### config.mk
export PLATFORM = sky130hd
export DESIGN_NAME = log_level_line_classifier_top
export DESIGN_NICKNAME = d
export VERILOG_FILES = /design/src/rtl/lllc_pkg.sv /design/src/rtl/log_level_line_classifier_top.sv /design/src/rtl/lllc_front.sv /design/src/rtl/lllc_evq.sv /design/src/rtl/lllc_back.sv
export SDC_FILE = /design/constraint.sdc
export NUM_CORES = 1
export LEC_CHECK = 0
export BUFFER_PORTS_ARGS = -buffer_cell sky130_fd_sc_hd__buf_4
export CAP_MARGIN = 20
export CORE_ASPECT_RATIO = 0.5
export CORE_MARGIN = 2
export CORE_UTILIZATION = 60
export DETAILED_ROUTE_END_ITERATION = 10
export PLACE_DENSITY = 0.86
export REMOVE_ABC_BUFFERS = 1
export SKIP_LAST_GASP = 1
export SYNTH_ARGS = -nofsm -noshare
export SYNTH_HDL_FRONTEND = slang
export SYNTH_SLANG_ARGS = --single-unit
### constraint.sdc
create_clock -name clk -period 16.5 [get_ports clk]
set_input_delay 2.475 -clock clk [delete_from_list [all_inputs] [get_ports clk]]
set_output_delay 2.475 -clock clk [all_outputs]
set_load 0.01 [all_outputs]
### src/rtl/lllc_pkg.sv
// ----------------------------------------------------------------------------
// lllc_pkg
// Shared types, constants and helpers for the log level line classifier.
// ----------------------------------------------------------------------------
package lllc_pkg;

	localparam int FIELDS_BEFORE_LEVEL = 4;
	localparam int COUNTER_WIDTH       = 32;
	localparam int FS_W                = $clog2(FIELDS_BEFORE_LEVEL + 2);
	localparam int NUM_CNT             = 8;
	localparam int CNT_IDX_W           = $clog2(NUM_CNT);
	localparam int EVQ_DEPTH           = 4;
	localparam int EVQ_PTR_W           = $clog2(EVQ_DEPTH);

	localparam logic [7:0] CH_LF  = 8'h0a;
	localparam logic [7:0] CH_CR  = 8'h0d;
	localparam logic [7:0] CH_NUL = 8'h00;
	localparam logic [7:0] CH_SP  = 8'h20;
	localparam logic [7:0] CH_D   = 8'h44;
	localparam logic [7:0] CH_V   = 8'h56;
	localparam logic [7:0] CH_I   = 8'h49;
	localparam logic [7:0] CH_E   = 8'h45;
	localparam logic [7:0] CH_W   = 8'h57;

	typedef enum logic [2:0] {
		CLS_NONCONF = 3'd0,
		CLS_D       = 3'd1,
		CLS_V       = 3'd2,
		CLS_I       = 3'd3,
		CLS_E       = 3'd4,
		CLS_W       = 3'd5,
		CLS_UNKNOWN = 3'd6
	} class_t;

	// counter slots
	localparam logic [CNT_IDX_W-1:0] CNT_TOTAL   = CNT_IDX_W'(0);
	localparam logic [CNT_IDX_W-1:0] CNT_NONCONF = CNT_IDX_W'(1);

	typedef logic [COUNTER_WIDTH-1:0] cnt_t;

	typedef struct packed {
		logic [7:0] data_byte;
		logic       stream_end;
	} in_t;

	typedef struct packed {
		logic [2:0]  line_class;
		logic [31:0] total_lines;
		logic [31:0] nonconforming_lines;
		logic [31:0] debug_lines;
		logic [31:0] verbose_lines;
		logic [31:0] info_lines;
		logic [31:0] error_lines;
		logic [31:0] warning_lines;
		logic [31:0] unknown_lines;
	} out_t;

	typedef struct packed {
		logic full;
		logic empty;
	} evq_stat_t;

	function automatic class_t lvl_class(input logic [7:0] ch);
		class_t c;
		unique case (ch)
			CH_D:    c = CLS_D;
			CH_V:    c = CLS_V;
			CH_I:    c = CLS_I;
			CH_E:    c = CLS_E;
			CH_W:    c = CLS_W;
			default: c = CLS_UNKNOWN;
		endcase
		return c;
	endfunction

	// counter slot that a line of this class bumps besides the total
	function automatic logic [CNT_IDX_W-1:0] cls_slot(input class_t c);
		logic [CNT_IDX_W-1:0] s;
		if (c == CLS_NONCONF) begin
			s = CNT_NONCONF;
		end else begin
			s = CNT_IDX_W'(c) + CNT_IDX_W'(1);
		end
		return s;
	endfunction

	// low 32 bits of a counter, zero extended when the counter is narrower
	function automatic logic [31:0] cnt_to_out(input cnt_t c);
		logic [COUNTER_WIDTH+31:0] ext;
		ext = {32'b0, c};
		return ext[31:0];
	endfunction

endpackage

### src/rtl/log_level_line_classifier_top.sv
// ----------------------------------------------------------------------------
// log_level_line_classifier_top
// Classifies text lines by the level character of their fifth field.
// ----------------------------------------------------------------------------
// Bytes enter one per clock; full only rises when the four-entry event queue
// is full, which happens only while results sit unpopped. Each LF (or an end
// marker that closes a partial line) yields one result: the line class and
// the eight saturating line counters after that line. A result reaches the
// output through the event queue and then the counter unit's output
// register, which loads it once that register is empty or being popped. The
// counter unit retires one line per cycle while results are popped as they
// come, so the sustained rate is one item per cycle.
module log_level_line_classifier_top (
	input  logic           clk,
	input  logic           arst_n,
	input  logic           push,
	output logic           full,
	input  lllc_pkg::in_t  item,
	output logic           empty,
	input  logic           pop,
	output lllc_pkg::out_t result
);
	import lllc_pkg::*;

	logic      evq_wr;
	class_t    evq_wr_class;
	logic      evq_rd;
	class_t    evq_rd_class;
	evq_stat_t evq_stat;

	lllc_front u_front (
		.clk       (clk),
		.arst_n    (arst_n),
		.push      (push),
		.full      (full),
		.item      (item),
		.evq_full  (evq_stat.full),
		.evq_push  (evq_wr),
		.evq_class (evq_wr_class)
	);

	lllc_evq u_evq (
		.clk      (clk),
		.arst_n   (arst_n),
		.wr       (evq_wr),
		.wr_class (evq_wr_class),
		.rd       (evq_rd),
		.rd_class (evq_rd_class),
		.stat     (evq_stat)
	);

	lllc_back u_back (
		.clk       (clk),
		.arst_n    (arst_n),
		.evq_stat  (evq_stat),
		.evq_class (evq_rd_class),
		.evq_pop   (evq_rd),
		.empty     (empty),
		.pop       (pop),
		.result    (result)
	);

	// an accepted newline always leaves an event queued or already taken
	a_lf_queued: assert property (@(posedge clk) disable iff (!arst_n)
		(push && !full && !item.stream_end && item.data_byte == CH_LF)
		|=> !evq_stat.empty || !empty)
		else $error("newline beat lost before counter unit");

	// popping with an event waiting refills the output at once
	a_refill: assert property (@(posedge clk) disable iff (!arst_n)
		(pop && !empty && !evq_stat.empty) |=> !empty)
		else $error("output register not refilled from waiting event");

	// scanner stalls only when the event queue is full
	a_full_src: assert property (@(posedge clk) disable iff (!arst_n)
		full |-> !evq_stat.empty)
		else $error("full raised with empty event queue");

endmodule

### src/rtl/lllc_front.sv
// ----------------------------------------------------------------------------
// lllc_front
// Byte scanner: tracks fields within a line and posts one class event per
// ended line into the event queue.
// ----------------------------------------------------------------------------
module lllc_front (
	input  logic           clk,
	input  logic           arst_n,
	input  logic           push,
	output logic           full,
	input  lllc_pkg::in_t  item,
	input  logic           evq_full,
	output logic           evq_push,
	output lllc_pkg::class_t evq_class
);
	import lllc_pkg::*;

	logic [FS_W-1:0] fields_started_q;
	logic            inside_field_q;
	logic            content_closed_q;
	logic            line_pending_q;
	class_t          level_found_q;

	logic accept;
	logic line_end;

	assign full   = evq_full;
	assign accept = push && !evq_full;

	always_comb begin
		if (item.stream_end) begin
			line_end = line_pending_q;
		end else begin
			line_end = (item.data_byte == CH_LF);
		end
	end

	assign evq_push  = accept && line_end;
	assign evq_class = level_found_q;

	always_ff @(posedge clk or negedge arst_n) begin
		if (!arst_n) begin
			fields_started_q <= '0;
			inside_field_q   <= 1'b0;
			content_closed_q <= 1'b0;
			line_pending_q   <= 1'b0;
			level_found_q    <= CLS_NONCONF;
		end else if (accept) begin
			if (line_end) begin
				fields_started_q <= '0;
				inside_field_q   <= 1'b0;
				content_closed_q <= 1'b0;
				line_pending_q   <= 1'b0;
				level_found_q    <= CLS_NONCONF;
			end else if (!item.stream_end) begin
				line_pending_q <= 1'b1;
				if (!content_closed_q) begin
					if (item.data_byte == CH_CR || item.data_byte == CH_NUL) begin
						content_closed_q <= 1'b1;
						inside_field_q   <= 1'b0;
					end else if (item.data_byte == CH_SP) begin
						inside_field_q <= 1'b0;
					end else if (!inside_field_q) begin
						// first byte of a new field
						if (fields_started_q == FS_W'(FIELDS_BEFORE_LEVEL)) begin
							level_found_q <= lvl_class(item.data_byte);
						end
						if (fields_started_q <= FS_W'(FIELDS_BEFORE_LEVEL)) begin
							fields_started_q <= fields_started_q + FS_W'(1);
						end
						inside_field_q <= 1'b1;
					end
				end
			end
		end
	end

endmodule

### src/rtl/lllc_evq.sv
// ----------------------------------------------------------------------------
// lllc_evq
// Short queue of line class events between the scanner and the counter unit.
// ----------------------------------------------------------------------------
module lllc_evq (
	input  logic               clk,
	input  logic               arst_n,
	input  logic               wr,
	input  lllc_pkg::class_t   wr_class,
	input  logic               rd,
	output lllc_pkg::class_t   rd_class,
	output lllc_pkg::evq_stat_t stat
);
	import lllc_pkg::*;

	class_t                mem [EVQ_DEPTH];
	logic [EVQ_PTR_W-1:0]  wr_ptr_q;
	logic [EVQ_PTR_W-1:0]  rd_ptr_q;
	logic [EVQ_PTR_W:0]    count_q;
	logic                  do_wr;
	logic                  do_rd;

	assign stat.full  = (count_q == (EVQ_PTR_W+1)'(EVQ_DEPTH));
	assign stat.empty = (count_q == '0);
	assign do_wr      = wr && !stat.full;
	assign do_rd      = rd && !stat.empty;
	assign rd_class   = mem[rd_ptr_q];

	always_ff @(posedge clk) begin
		if (do_wr) begin
			mem[wr_ptr_q] <= wr_class;
		end
	end

	always_ff @(posedge clk or negedge arst_n) begin
		if (!arst_n) begin
			wr_ptr_q <= '0;
			rd_ptr_q <= '0;
			count_q  <= '0;
		end else begin
			if (do_wr) begin
				wr_ptr_q <= wr_ptr_q + EVQ_PTR_W'(1);
			end
			if (do_rd) begin
				rd_ptr_q <= rd_ptr_q + EVQ_PTR_W'(1);
			end
			if (do_wr && !do_rd) begin
				count_q <= count_q + (EVQ_PTR_W+1)'(1);
			end else if (do_rd && !do_wr) begin
				count_q <= count_q - (EVQ_PTR_W+1)'(1);
			end
		end
	end

endmodule

### src/rtl/lllc_back.sv
// ----------------------------------------------------------------------------
// lllc_back
// Counter unit: bumps the saturating line counters for each class event and
// holds the finished result in an output register.
// ----------------------------------------------------------------------------
module lllc_back (
	input  logic                clk,
	input  logic                arst_n,
	input  lllc_pkg::evq_stat_t evq_stat,
	input  lllc_pkg::class_t    evq_class,
	output logic                evq_pop,
	output logic                empty,
	input  logic                pop,
	output lllc_pkg::out_t      result
);
	import lllc_pkg::*;

	cnt_t                 cnt_q [NUM_CNT];
	cnt_t                 cnt_nxt [NUM_CNT];
	logic                 out_valid_q;
	out_t                 out_q;
	logic                 take;
	logic [CNT_IDX_W-1:0] slot;

	assign take    = !evq_stat.empty && (!out_valid_q || pop);
	assign evq_pop = take;
	assign slot    = cls_slot(evq_class);
	assign empty   = !out_valid_q;
	assign result  = out_q;

	always_comb begin
		for (int i = 0; i < NUM_CNT; i++) begin
			if ((CNT_IDX_W'(i) == CNT_TOTAL || CNT_IDX_W'(i) == slot) && !(&cnt_q[i])) begin
				cnt_nxt[i] = cnt_q[i] + COUNTER_WIDTH'(1);
			end else begin
				cnt_nxt[i] = cnt_q[i];
			end
		end
	end

	always_ff @(posedge clk or negedge arst_n) begin
		if (!arst_n) begin
			for (int i = 0; i < NUM_CNT; i++) begin
				cnt_q[i] <= '0;
			end
			out_valid_q <= 1'b0;
		end else if (take) begin
			for (int i = 0; i < NUM_CNT; i++) begin
				cnt_q[i] <= cnt_nxt[i];
			end
			out_valid_q <= 1'b1;
		end else if (pop) begin
			out_valid_q <= 1'b0;
		end
	end

	always_ff @(posedge clk) begin
		if (take) begin
			out_q.line_class          <= evq_class;
			out_q.total_lines         <= cnt_to_out(cnt_nxt[0]);
			out_q.nonconforming_lines <= cnt_to_out(cnt_nxt[1]);
			out_q.debug_lines         <= cnt_to_out(cnt_nxt[2]);
			out_q.verbose_lines       <= cnt_to_out(cnt_nxt[3]);
			out_q.info_lines          <= cnt_to_out(cnt_nxt[4]);
			out_q.error_lines         <= cnt_to_out(cnt_nxt[5]);
			out_q.warning_lines       <= cnt_to_out(cnt_nxt[6]);
			out_q.unknown_lines       <= cnt_to_out(cnt_nxt[7]);
		end
	end

endmodule
==> results of run 1 <==
==> per-stage QoR <==
step	setup WS, ps	util, %	power [mW]	hold slack, ps	cell area (um^2)
2_1_floorplan	5270	-	2.47	447	25300
3_3_place_gp	11120	66.9	2.91	463	28200
3_5_place_dp	10950	66.9	2.95	466	28200
4_1_cts	11530	70.7	4.10	475	29800
5_1_grt	11300	70.7	4.24	491	29800
6_report	11510	70.7	4.08	473	29800
==> where the power goes <==
part	switching [mW]	internal, mW	total [mW]
logic	0.668	0.378	1.05
registers	0.145	1.73	1.88
clock network	0.512	0.640	1.15
==> layout make-up <==
class / count / area (um^2) / share of cell area, %
clock inverters: 31 / 299 / 1.00
flip-flops and latches: 544 / 15000 / 50.3
repair buffers: 284 / 2150 / 7.23
inverters: 33 / 131 / 0.441
multi-input cells: 1591 / 10200 / 34.3
clock buffers: 59 / 1290 / 4.35
well taps: 577 / 722 / 2.43
==> cell families after synthesis <==
family	count (synthesis)	synth area share [%]
AND/OR/NAND/NOR	1024	20.0
flip-flops	544	58.3
XOR/XNOR	494	16.9
buffers and inverters	119	1.90
AO/OA/AOI/OAI	35	0.941
multiplexers	20	1.01
adder cells (fa/ha/maj)	18	0.907
==> worst max-delay path, delay by kind of cell <==
kind                   cells  cell delay (ps)
XOR/XNOR                   1              180
buffers and inverters      4             1580
AND/OR/NAND/NOR            4             1070
==> flip-flops by register name (all words and copies together), names as in the netlist <==
register,cells
u_back.cnt_q,256
u_back.out_valid_q,1
u_back.result,259
u_evq.count_q,3
u_evq.mem,12
u_evq.rd_ptr_q,2
u_evq.wr_ptr_q,2
u_front.content_closed_q,1
u_front.evq_class,3
u_front.fields_started_q,3
u_front.inside_field_q,1
u_front.line_pending_q,1
==> per-layer routing <==
layer | global-route usage, % | share of wire [%] | up-vias
met2 | 43.9 | 51 | 531
met1 | 32.5 | 40 | 8916
met3 | 3.88 | 4.8 | 143
met5 | 0 | 0 | -
met4 | 9.70 | 3.7 | 0
li1 | - | - | 8299
==> cell usage in the layout, fill, tap and decap left out, types with 4 or more instances in the layout <==
cell / Yosys / final
nor3b_1: 4 / 4
bufinv_16: 0 / 5
or4_1: 7 / 7
nor4_1: 24 / 24
nor3_1: 82 / 82
buf_4: 2 / 282
nand2b_1: 12 / 12
mux2_2: 12 / 12
dfrtp_1: 273 / 273
nor2_1: 195 / 195
nor3_2: 5 / 5
and2_1: 26 / 26
nand4_1: 109 / 109
inv_1: 33 / 32
nor2b_1: 4 / 4
edfxtp_1: 271 / 271
clkbuf_16: 0 / 50
o21ai_0: 7 / 7
nand2_2: 3 / 4
clkbuf_1: 61 / 8
or2_2: 10 / 10
nand3_1: 134 / 134
a21oi_1: 6 / 6
clkinv_2: 0 / 8
or3_1: 12 / 12
nand2_1: 293 / 292
ha_1: 17 / 17
a31oi_1: 4 / 4
clkinv_1: 0 / 12
xor2_1: 190 / 190
and4_1: 29 / 29
and3_1: 52 / 52
xnor2_1: 304 / 304
==> final timing paths <==
kind | startpoint | endpoint | slack, ps | depth (start not counted)
max | pop | u_back.cnt_q[213] | 11510 | 9
min | u_evq.count_q[2] | u_evq.count_q[2] | 470 | 1
max reg2reg | u_evq.rd_ptr_q[0] | u_back.result[137] | 12320 | 8
min reg2reg | u_evq.count_q[2] | u_evq.count_q[2] | 470 | 1
max in group asynchronous | arst_n | u_back.cnt_q[15] | 13000 | 2
min in group asynchronous | arst_n | u_back.cnt_q[67] | 1900 | 1
==> impl_metrics.tcl, run 1 <==
set metrics [dict create \
    netlist_instances 2254 \
    grt-ovfl-total 0 \
    async_flop_share_pct 50.2 \
    vias 17900 \
    fin_crit_sh_pct 30.3 \
    cts.repair.resized 0 \
    setup_viol 0 \
    finalSetupTns_ps 0 \
    initial_core_util_pct 60.9 \
    synthTopCellsByArea "edfxtp_1, dfrtp_1, xnor2_1" \
    row_count 53 \
    hpwl_mm 38.7 \
    ant_nets 0 \
    synthFlopType "dfrtp_1" \
    synthDistinctLibCells 62 \
    finalClockSkew_ps 33.3 \
    port_buffers 273 \
    place_inst 3029 \
    fin_cells 3119 \
    hp-class "reg2reg" \
    clkLatencyLatePin_ps 580 \
    worstSetupPathType "in2reg" \
    routed_wl_mm 57.2 \
    crit_path_end_kind "flop" \
    layout-drive-gt1-share_pct 15.9 \
    nFillCells 2875 \
    required_ps 17000 \
    ir_drop_mv 0.110 \
    max_slew.worst_pin.slew_ps 1070 \
    ios 274 \
    seq_area_frac_synth_pct 58.3 \
    die_x_um 296 \
    rsz0062_at_grt "false" \
    synth_commonest_cells "xnor2_1, nand2_1, dfrtp_1" \
    synth.most_common_cell "xnor2_1" \
    drc 0 \
    diodes 0 \
    drv_cap 0 \
    cpMostUsedCell "buf_4" \
    nNetsFinal 2533 \
    drt_pass1_iterations 5 \
    slowest_stage "buf_4" \
    root_buffer "clkbuf_16" \
    drt_iter0_markers 1572 \
    ctsHoldBuffers 0 \
    dieArea_mm2 0.0445 \
    syn_area_per_cell_um2 11.4 \
    grt_pass1_vias 17500 \
    die_h_um 150 \
    cts_sinks 544 \
    core_mm2 0.0421 \
    synth_warnings 0 \
    powerDensity_mw_per_mm2 137 \
    ys_ff_latch 544 \
    cts_setup_buffers 0 \
    final-hold-violation-count 0 \
    drv_slew 0 \
    yosysTopAreaCell "edfxtp_1" \
    synth_top_area_share_pct 31.7 \
    place.gp.congestion 0.880 \
    wl_per_cell_um 18.3 \
    area_growth_pct 16.0 \
    synthesis.area_mm2 0.0257 \
    path_cells "buf_4, nand2b_1, nand2_2, buf_4, inv_8, buf_4, nand2_1, nor4_1, xor2_1" \
    arrival_ps 5490 \
    max_freq_mhz 200 \
    relSlewSlack_pct 28.0 \
    critPathMaxFanout 106 \
    worstSetupStartpointType "input port" \
    grt_usage_pct 25.4 \
    vias_per_cell 5.74 \
    grt_antenna_before_repair 0 \
    clkTransAtPathRegs_ps 70 \
    grt_max_degree 179 \
    cts_tree "done" \
    slowest_delay_ps 710 \
    grt_pass1_wl_mm 89.9 \
    cts_buffers 48 \
    synth_edf_count 271 \
    status "finished clean" \
    post-route-min-period_ps 4990 \
    leakagePower_nw 12.6 \
    cts_buffer_depth 3 \
    htree_num_levels 2 \
]
(Power assumes the default switching activity.)
==> inputs of run 2 (changes only) <==
--- a/config.mk
+++ b/config.mk
@@ -9,9 +9,9 @@
 export CAP_MARGIN = 20
 export CORE_ASPECT_RATIO = 0.5
 export CORE_MARGIN = 2
-export CORE_UTILIZATION = 60
+export CORE_UTILIZATION = 54
 export DETAILED_ROUTE_END_ITERATION = 10
-export PLACE_DENSITY = 0.86
+export PLACE_DENSITY = 0.82
 export REMOVE_ABC_BUFFERS = 1
 export SKIP_LAST_GASP = 1
 export SYNTH_ARGS = -nofsm -noshare
==> constraint.sdc (replaced) <==
create_clock -name clk -period 4.51 [get_ports clk]
set_input_delay 0.6765 -clock clk [delete_from_list [all_inputs] [get_ports clk]]
set_output_delay 0.6765 -clock clk [all_outputs]
set_load 0.01 [all_outputs]
==> impl_metrics.tcl, run 2 (synthesis results as in run 1) <==
set metrics [dict create \
    post-route-cell-area_mm2 0.0300 \
    required_ps 4810 \
    max_freq_mhz 272 \
    hp-class "in2async" \
    cts_sinks 544 \
    seqCellArea_mm2 0.0150 \
    row_count 56 \
    cts_tree "done" \
    layout-drive-gt1-share_pct 16.5 \
    area_growth_pct 16.9 \
    drt_iter0_markers 1521 \
    finalSetupTns_ps 0 \
    finalClockSkew_ps 37.9 \
    status "finished clean" \
    drv_slew 0 \
    wl_per_cell_um 17.8 \
    setup_viol 0 \
    port_buffers 273 \
    cts_setup_buffers 0 \
    worstSetupStartpointType "flop" \
    grt-ovfl-total 0 \
    nFillCells 3488 \
    drt_pass1_iterations 7 \
    ant_nets 0 \
    post-route-min-period_ps 3680 \
    r2r_start "u_evq.rd_ptr_q[0]" \
    ir_drop_mv 0.281 \
    arrival_ps 3980 \
    initial_core_util_pct 54.7 \
    vias_per_cell 5.50 \
    vias 17500 \
    multi_input_area_mm2 0.0102 \
    final-hold-violation-count 0 \
    cts_buffer_depth 3 \
    grt_usage_pct 22.5 \
    grt_max_degree 87 \
    fin_crit_sh_pct 81.6 \
    rsz0062_at_grt "false" \
    grt_pass1_wl_mm 89.7 \
    dieArea_mm2 0.0494 \
    ios 274 \
    grt_antenna_before_repair 0 \
    die_x_um 312 \
    relSlewSlack_pct 34.4 \
    leakagePower_nw 12.7 \
    worstSetupPathType "reg2reg" \
    die_h_um 158 \
    crit_path_end_kind "flop" \
    core_mm2 0.0469 \
    ctsHoldBuffers 0 \
    clkTransAtPathRegs_ps 70 \
    hpwl_mm 39.1 \
    root_buffer "clkbuf_16" \
    htree_num_levels 2 \
    layout_common_cells "xnor2_1, nand2_1, buf_4" \
    place.gp.congestion 0.923 \
    drv_cap 0 \
    grt_pass1_vias 17300 \
    diodes 0 \
    powerDensity_mw_per_mm2 500 \
    cts_buffers 48 \
    max_slew.worst_pin.slew_ps 981 \
    final_common_cell "xnor2_1" \
    routed_wl_mm 56.6 \
    clkLatencyLatePin_ps 590 \
    critPathMaxFanout 21 \
    p_total_mw 15.0 \
    nNetsFinal 2543 \
    startpoint "u_evq.rd_ptr_q[0]" \
    placed_area_mm2 0.0283 \
    drc 0 \
    cts.repair.resized 0 \
    largest_register_ffs 259 \
]
run 2: cell count changes in the layout (fill, tap and decap cells not counted), moves of 2 or more:
| cell | previous run | this run |
|---|---|---|
| clkbuf_8 | 1 | 5 |
| clkbuf_1 | 8 | 6 |
| clkinv_1 | 12 | 7 |
| clkinv_8 | 2 | 0 |
| buf_4 | 282 | 291 |
run 2: area by class of cell:
type / instances / area share [%]
clock inverter: 28 / 0.997
timing repair buffer: 294 / 7.47
sequential: 544 / 49.9
clock buffer: 61 / 4.48
multi-input combinational: 1591 / 34.0
inverter: 33 / 0.438
tap: 638 / 2.66
run 2: per-stage QoR:
step           utilization, %  hold WS, ps  cells  setup slack [ps]
3_3_place_gp             60.5          463   3100               994
5_1_grt                  64.0          129   3189               607
2_1_floorplan               -          381   2168             -4920
3_5_place_dp             60.5          473   3100               856
4_1_cts                  64.0          120   3189               814
6_report                 64.0         85.1   3189               830
run 2: worst paths after layout:
check | depth (start not counted) | endpoint | slack, ps
min in group clk | 3 | u_front.evq_class[0] | 430
max in group asynchronous | 2 | u_back.cnt_q[233] | 3390
max | 8 | u_back.result[163] | 830
min | 1 | u_back.cnt_q[66] | 90
min reg2reg | 2 | u_front.inside_field_q | 490
max reg2reg | 8 | u_back.result[163] | 830
run 2: per-layer routing:
metal | track usage [%] | part of all wire (%) | vias to the layer above
met4 | 7.85 | 3.2 | 0
met2 | 40.3 | 52 | 390
met1 | 28.2 | 41 | 8718
met5 | 0 | 0 | -
li1 | - | - | 8324
met3 | 3.20 | 3.9 | 115
run 2: where the power goes:
| part | internal (mW) | switching (mW) | total (mW) |
|---|---|---|---|
| combinational | 1.40 | 2.41 | 3.82 |
| clock | 2.46 | 1.85 | 4.31 |
| sequential | 6.34 | 0.537 | 6.88 |
| total | 10.2 | 4.80 | 15.0 |
run 2: critical path: stages, from the launching register on:
cell     delay, ps
dfrtp_1        470
mux4_2         690
inv_1          230
ha_1           480
nand2_1        190
nor2_1         280
o21a_1         690
nand4_1        210
xnor2_1        170
==> inputs of run 3 (changes only) <==
--- a/config.mk
+++ b/config.mk
@@ -9,9 +9,9 @@
 export CAP_MARGIN = 20
 export CORE_ASPECT_RATIO = 0.5
 export CORE_MARGIN = 2
-export CORE_UTILIZATION = 54
+export CORE_UTILIZATION = 59
 export DETAILED_ROUTE_END_ITERATION = 10
-export PLACE_DENSITY = 0.82
+export PLACE_DENSITY = 0.85
 export REMOVE_ABC_BUFFERS = 1
 export SKIP_LAST_GASP = 1
 export SYNTH_ARGS = -nofsm -noshare
==> constraint.sdc (replaced) <==
create_clock -name clk -period 3.53 [get_ports clk]
set_input_delay 0.5295 -clock clk [delete_from_list [all_inputs] [get_ports clk]]
set_output_delay 0.5295 -clock clk [all_outputs]
set_load 0.01 [all_outputs]
==> impl_metrics.tcl, run 3 (synthesis results as in run 1) <==
set metrics [dict create \
    status "finished clean" \
    hpwl_mm 39.5 \
    drv_cap 0 \
    final-hold-violation-count 0 \
    post-place-ws_ps 126 \
    grt-ovfl-total 0 \
    r2r_cells 9 \
    crit_end "u_back.cnt_q[44]" \
    grt_usage_pct 24.9 \
    ir_drop_mv 0.442 \
    ios 274 \
    port_buffers 273 \
    powerDensity_mw_per_mm2 641 \
    required_ps 3970 \
    p_total_mw 19.2 \
    cp.buffers_inverters 1 \
    fin_crit_sh_pct 94.6 \
    grt_max_degree 84 \
    htree_num_levels 2 \
    critPathMaxFanout 15 \
    relSlewSlack_pct 46.6 \
    die_h_um 151 \
    nFillCells 2919 \
    nNetsFinal 2557 \
    arrival_ps 3780 \
    dr_wl_met3_mm 2.99 \
    place_inst 3053 \
    fin_cells 3141 \
    die_x_um 299 \
    vias 17900 \
    finalClockSkew_ps 10.5 \
    post-route-min-period_ps 3340 \
    cts_buffer_depth 3 \
    wl_met2_mm 28.1 \
    routed_wl_mm 57.3 \
    cts_setup_buffers 0 \
    r2r_start "u_evq.rd_ptr_q[0]" \
    ant_nets 0 \
    cts_buffers 47 \
    path_delay_family "simple AND/OR/NAND/NOR gates" \
    core_mm2 0.0424 \
    layout_common_cells "xnor2_1, buf_4, nand2_1" \
    place.gp.congestion 0.877 \
    grt_antenna_before_repair 0 \
    clkLatencyLatePin_ps 570 \
    diodes 0 \
    path_cells "mux4_2, inv_1, ha_1, nand2b_1, mux2_4, nor2_2, and3_1, nand4_1, xnor2_1" \
    rsz0062_at_grt "false" \
    row_count 53 \
    wl_per_cell_um 18.2 \
    wl_met1_mm 23.5 \
    post-route-util_pct 70.7 \
    hold_slack_ps 260 \
    drt_pass1_iterations 5 \
    layout-drive-gt1-share_pct 16.9 \
    dieArea_mm2 0.0453 \
    root_buffer "clkbuf_16" \
    vias_per_cell 5.71 \
    top_layer_used "met4" \
    max_slew.worst_pin.slew_ps 794 \
    initial_core_util_pct 60.4 \
    drc 0 \
    final_common_cell "xnor2_1" \
    timing.rr.end "u_back.cnt_q[44]" \
    setup_viol 0 \
    slowest_delay_ps 610 \
    reg2reg_setup_slack_ps 190 \
    slowest_stage "and3_1" \
    leakagePower_nw 12.7 \
    cts_sinks 544 \
    cts_tree "done" \
    crit_path_end_kind "flop" \
    grt_pass1_wl_mm 90.6 \
    max_freq_mhz 299 \
    drt_iter0_markers 1528 \
    hp-class "in2reg" \
    startpoint "u_evq.rd_ptr_q[0]" \
    largest_register_ffs 259 \
    worstSetupStartpointType "flop" \
    cp_num_cells 9 \
    grt_pass1_vias 17500 \
    drv_slew 0 \
    area_growth_pct 17.0 \
    finalWorstSetupSlack_ps 189 \
    clkTransAtPathRegs_ps 70 \
    worstSetupPathType "reg2reg" \
]
run 3: cell count changes in the layout (fill, tap and decap cells not counted), moves of 2 or more:
cell,change
clkinv_2,+2
clkinv_1,+3
and2_2,+2
buf_12,+2
buf_4,+12
inv_6,-2
clkinvlp_4,-3
clkbuf_8,-2
and2_1,-2
run 3: final cells by class:
type                    count  area [um^2]  share of cell area [%]
well taps                 577          722                    2.41
flip-flops and latches    544        15000                    49.9
clock buffers              60         1340                    4.47
multi-input cells        1591        10200                    34.0
inverters                  33          131                   0.438
clock inverters            27          250                   0.834
repair buffers            309         2380                    7.93
run 3: per-stage QoR:
stage               instance area, um^2  setup TNS, ps
global route                      30000              0
CTS                               30000              0
floorplan                         25300       -1719950
finish                            30000              0
detailed placement                28400              0
global placement                  28400              0
run 3: routing by layer:
layer,vias to the layer above,GRT usage (%)
met1,8845,32.4
met5,-,0
met2,589,42.1
li1,8352,-
met3,161,3.72
met4,0,11.5
run 3: worst min path at each step:
stage / startpoint / end / slack (ps) / depth (start not counted)
floorplan: arst_n / u_back.cnt_q[0] / 230 / 0
global placement: u_front.inside_field_q / u_front.inside_field_q / 460 / 2
detailed placement: u_evq.count_q[2] / u_evq.count_q[2] / 470 / 1
CTS: item[7] / u_front.evq_class[0] / 240 / 3
global route: item[7] / u_front.evq_class[0] / 250 / 3
finish: item[7] / u_front.evq_class[0] / 260 / 3
run 3: worst reg2reg max path, cell delays in order, from the launching register on:
cell,delay [ps]
dfrtp_1,470
mux4_2,540
inv_1,110
ha_1,260
nand2b_1,160
mux2_4,400
nor2_2,300
and3_1,610
nand4_1,210
xnor2_1,170
run 3: what timing repair did:
action                                 in CTS  in global routing
setup endpoints to repair                   0                 29
gates resized for setup                     0                  5
endpoints found under the hold margin      24                  0
hold buffers                                1                  0
run 3: where the power goes:
| part | leakage, nW | internal (mW) | switching [mW] |
|---|---|---|---|
| clock network | 0.787 | 3.05 | 2.31 |
| logic | 5.55 | 1.91 | 3.18 |
| registers | 6.40 | 8.10 | 0.675 |
